<file path="src/rtl/otsa_pkg.sv">
package otsa_pkg;

   // Default sizes of the slot table.
   localparam int SLOT_COUNT_DEF = 1024;
   localparam int OWNER_BITS_DEF = 16;

   // Occupancy is kept as rows of this many bits, one bit per slot.
   localparam int ROW_W = 32;

   // Field widths that do not follow from the table size.
   localparam int OP_W      = 2;
   localparam int STATUS_W  = 3;
   localparam int CAP_W     = 11;
   localparam int CSR_IDX_W = 2;

   localparam logic [CAP_W-1:0] CAP_RESET = CAP_W'(1024);

   // Register indexes of the configuration port.
   localparam logic [CSR_IDX_W-1:0] REG_TABLE_ENABLED = CSR_IDX_W'(0);
   localparam logic [CSR_IDX_W-1:0] REG_CAPACITY      = CSR_IDX_W'(1);

   typedef enum logic [OP_W-1:0] {
      OP_RESERVE = 2'd0,
      OP_RELEASE = 2'd1,
      OP_QUERY   = 2'd2
   } op_type;

   typedef enum logic [STATUS_W-1:0] {
      STS_OK           = 3'd0,
      STS_DISABLED     = 3'd1,
      STS_BAD_OWNER    = 3'd2,
      STS_BAD_SLOT     = 3'd3,
      STS_FULL         = 3'd4,
      STS_ALREADY_FREE = 3'd5
   } status_type;

   typedef enum logic [1:0] {
      ST_IDLE,
      ST_EXEC,
      ST_HOLD
   } state_type;

   // Commands from the controller to the datapath.
   typedef struct packed {
      logic accept;
      logic exec;
      logic load_live;
      logic load_hold;
   } cmd_type;

endpackage

</file>
<file path="src/rtl/otsa_ctrl.sv">
module otsa_ctrl (
   input  logic              clock,
   input  logic              reset,
   input  logic              req_valid,
   output logic              req_ready,
   input  logic              rsp_ready,
   output logic              rsp_valid,
   output otsa_pkg::cmd_type cmd
);

   otsa_pkg::state_type state_ff, state_in;
   logic                rsp_valid_ff, rsp_valid_in;

   // State and response-valid registers.
   always_ff @(posedge clock) begin
      if (reset) begin
         state_ff     <= otsa_pkg::ST_IDLE;
         rsp_valid_ff <= 1'b0;
      end else begin
         state_ff     <= state_in;
         rsp_valid_ff <= rsp_valid_in;
      end
   end

   // Next state and datapath commands.
   always_comb begin
      state_in     = state_ff;
      cmd          = '0;
      req_ready    = 1'b0;
      rsp_valid_in = rsp_valid_ff && !rsp_ready;
      unique case (state_ff)
         otsa_pkg::ST_IDLE: begin
            // No request is taken while reset is held.
            req_ready = !reset;
            if (req_valid && !reset) begin
               cmd.accept = 1'b1;
               state_in   = otsa_pkg::ST_EXEC;
            end
         end
         otsa_pkg::ST_EXEC: begin
            cmd.exec = 1'b1;
            if (!rsp_valid_ff || rsp_ready) begin
               cmd.load_live = 1'b1;
               rsp_valid_in  = 1'b1;
               state_in      = otsa_pkg::ST_IDLE;
            end else begin
               state_in = otsa_pkg::ST_HOLD;
            end
         end
         otsa_pkg::ST_HOLD: begin
            // The finished result waits here until the output register drains.
            if (rsp_ready) begin
               cmd.load_hold = 1'b1;
               rsp_valid_in  = 1'b1;
               state_in      = otsa_pkg::ST_IDLE;
            end
         end
         default: begin
            state_in = otsa_pkg::ST_IDLE;
         end
      endcase
   end

   assign rsp_valid = rsp_valid_ff;

`ifndef NO_ASSERTIONS
   // An accepted request is always resolved in the following cycle.
   a_accept_to_exec: assert property (@(posedge clock) disable iff (reset)
      cmd.accept |=> state_ff == otsa_pkg::ST_EXEC)
      else $error("accepted request did not move to execute");

   // A result is parked only while the output register is occupied.
   a_hold_has_rsp: assert property (@(posedge clock) disable iff (reset)
      state_ff == otsa_pkg::ST_HOLD |-> rsp_valid_ff)
      else $error("holding a result with an empty output register");

   // The output register is never overwritten before it is taken.
   a_load_when_free: assert property (@(posedge clock) disable iff (reset)
      (cmd.load_live || cmd.load_hold) |-> (!rsp_valid_ff || rsp_ready))
      else $error("output register overwritten while still valid");
`endif

endmodule

</file>
<file path="config.mk">
export PLATFORM = sky130hd
export DESIGN_NAME = otsa_ctrl
export DESIGN_NICKNAME = d
export VERILOG_FILES = /design/src/rtl/otsa_pkg.sv /design/src/rtl/otsa_ctrl.sv
export SDC_FILE = /design/constraint.sdc
export NUM_CORES = 1
export LEC_CHECK = 0
export BUFFER_PORTS_ARGS = -buffer_cell sky130_fd_sc_hd__buf_2
export CELL_PAD_IN_SITES_DETAIL_PLACEMENT = 0
export CELL_PAD_IN_SITES_GLOBAL_PLACEMENT = 1
export CORE_AREA = 2 2 39 41
export DETAILED_ROUTE_END_ITERATION = 7
export DIE_AREA = 0 0 41 43
export PLACE_DENSITY_LB_ADDON = 0.1
export SETUP_SLACK_MARGIN = 0.2
export SKIP_LAST_GASP = 1
export SYNTH_ARGS = -nofsm -noshare
export SYNTH_HDL_FRONTEND = slang
export SYNTH_SLANG_ARGS = --single-unit
</file>
<file path="constraint.sdc">
create_clock -name clock -period 2.8 [get_ports clock]
set_input_delay 0.28 -clock clock [delete_from_list [all_inputs] [get_ports clock]]
set_output_delay 0.28 -clock clock [all_outputs]
set_load 0.005 [all_outputs]
</file>
==> flow_summary.json <==
{
  "synth_xor_area_share_pct": 0,
  "synth_cell_types": 12,
  "finalHoldViolCount": 0,
  "synthTopCellsByCount": "3 x dfxtp_1, 3 x ha_1, 3 x inv_1",
  "status": "finished, final reports clean",
  "synth_top_area_share_pct": 28.2,
  "port_buffers": 9,
  "yosysWarnings": 0,
  "timing.hold.ws_ps": 288,
  "timing.final.crit_share_pct": 58.2,
  "synthFlopType": "dfxtp_1",
  "worst_slack_ps": 1170,
  "power_density_mw_per_mm2": 483,
  "tightest_slew_ps": 203,
  "clockRootBuffer": "clkbuf_4",
  "layout.nets": 44,
  "h-tree-depth": 1,
  "synth-edff-count": 0,
  "switchingPower_mw": 0.0350,
  "track_usage_pct": 7.02,
  "relSlewSlack_pct": 86.4,
  "clk_path_buf_depth": 2,
  "final_cells": 52,
  "avgSynthCellArea_sq_um": 9.25,
  "synth_top_family_by_area": "simple AND/OR/NAND/NOR gates",
  "multi_input_area_sq_um": 141,
  "via_per_inst": 3.69,
  "cts_tree": "built",
  "cts-buffers-inserted": 3,
  "start_kind": "flip-flop",
  "power_frac_comb_pct": 17.0,
  "synth_area_sq_um": 213,
  "synthMuxAreaShare_pct": 0,
  "fin_crit_ps": 1630,
  "tns_ps": 0,
  "die-area_sq_mm": 0.00176,
  "final_core_util_pct": 22.0,
  "row_count": 14,
  "antenna_cells": 0,
  "grt.overflow.total": 0,
  "fin_skew_ps": 2.09,
  "clock_sinks": 3,
  "start_util_pct": 15.4,
  "cp.arrival_ps": 1350,
  "cap_violations": 0,
  "syn_nets": 30,
  "synth_compound_area_share_pct": 16.5,
  "intPower_mw": 0.112,
  "crit_type": "flip-flop to output port",
  "rsz0062_at_grt": "false",
  "gp_congestion": 0.688,
  "fmax_ghz": 0.614,
  "grt_pass1_vias": 217,
  "insertion_delay_ps": 230,
  "p_seq_share_pct": 32.0,
  "drc_errors": 0,
  "firstDrtPassIters": 2,
  "fillCellCount": 167,
  "drtIter0Drc": 4,
  "slew_violations": 0,
  "synthToLayoutAreaGrowth_pct": 42.9,
  "coreArea_sq_mm": 0.00138,
  "synth-adder-area-share_pct": 17.6,
  "path_max_fanout": 3,
  "postCtsSetupBuffers": 0,
  "ys_ff_latch": 3,
  "cts.clk_slew.worst_paths_ps": 40,
  "setup_violations": 0,
  "ir_drop_mv": 0.117,
  "io_pins": 10,
  "endpoint_kind": "output port",
  "grt_antenna_before_repair": 0,
  "cts_resized": 0,
  "synthCells": 23,
  "die_w_um": 41,
  "die_h_um": 43,
  "synth-seq-area-share_pct": 28.2,
  "p_sw_share_pct": 23.8,
  "wire_per_inst_um": 8.65,
  "drtAntennaViolNets": 0,
  "wl_um": 450,
  "place_ws_ps": 1410,
  "drive_gt1_share_pct": 41.7,
  "clkPwrFrac_pct": 50.9,
  "required_ps": 2520,
  "leakagePower_nw": 0.166,
  "async_flop_share_pct": 0,
  "synth_top_cell_by_area": "dfxtp_1",
  "grt_first_pass_wirelength_um": 786,
  "num_vias": 192,
  "postCtsHoldBufs": 0,
  "ff_latch_area_sq_um": 60.1,
  "place_inst": 48,
  "synth_area_leaders": "dfxtp_1 28%, ha_1 18%, nand2b_4 13%",
  "yosys.area_share.simple_pct": 32.4,
  "hp-class": "input port to flip-flop",
  "grt_max_degree": 6
}
==> layer usage <==
| metal | global-route usage, % | wire length [um] | share of wire, % |
|---|---|---|---|
| met4 | 8.00 | 0 | 0 |
| met1 | 7.69 | 196 | 44 |
| met2 | 8.75 | 229 | 51 |
| met3 | 3.14 | 23 | 5.1 |
| met5 | 0 | 0 | 0 |
==> layout by cell type (no fill, tap or decap) <==
master	instances
clkbuf_1	1
nor2_1	2
clkbuf_4	3
a41o_1	1
a21oi_1	2
inv_1	3
ha_1	3
dfxtp_1	3
a211oi_1	2
and2b_1	1
nor2b_1	2
buf_2	9
and2_1	1
nand2b_4	2
and2_2	1
==> through the flow <==
stage                     instance area, sq um  power, mW
after floorplan                            213     0.0624
after global placement                     278     0.0740
after detailed placement                   278     0.0733
after CTS                                  304      0.151
after global routing                       304      0.159
final                                      304      0.147
==> flip-flops by register name (all words and copies together), names as in the netlist <==
signal / flops
rsp_valid: 1
state_ff: 2
==> worst max-delay path, stage by stage, from the launching register on <==
cell     delay (ps)
dfxtp_1         360
inv_1            80
ha_1            240
inv_1            90
nor2_1           50
and2_2          180
buf_2           120
==> path summary, 6_finish.rpt <==
check	startpoint	to	slack, ps	cells after the start
setup / recovery	state_ff[0]$_SDFFE_PP0P_	cmd[3]	1170	6
hold / removal	reset	state_ff[0]$_SDFFE_PP0P_	290	2
setup reg to reg	state_ff[0]$_SDFFE_PP0P_	state_ff[1]$_SDFFE_PP0P_	1640	5
hold reg to reg	state_ff[0]$_SDFFE_PP0P_	state_ff[0]$_SDFFE_PP0P_	550	2
==> cell families after synthesis <==
family / after synthesis
buffers and inverters: 3
AOI/OAI and AO/OA: 5
and+or+nand+nor: 9
DFF: 3
adders and majority gates: 3
==> layout make-up <==
cell class | count | share of cell area (%)
timing repair buffer | 9 | 14.8
tap | 16 | 6.58
sequential | 3 | 19.8
clock buffer | 4 | 8.64
multi-input combinational | 17 | 46.5
inverter | 3 | 3.70
==> power by group through the flow <==
stage	Sequential, mW	Combinational, mW	Clock (mW)
global route	0.0473	0.0289	0.0828
floorplan	0.0475	0.0149	0
detailed placement	0.0477	0.0256	0
CTS	0.0471	0.0257	0.0783
finish	0.0471	0.0250	0.0749
global placement	0.0478	0.0262	0
Power figures use the tool's default switching activity.
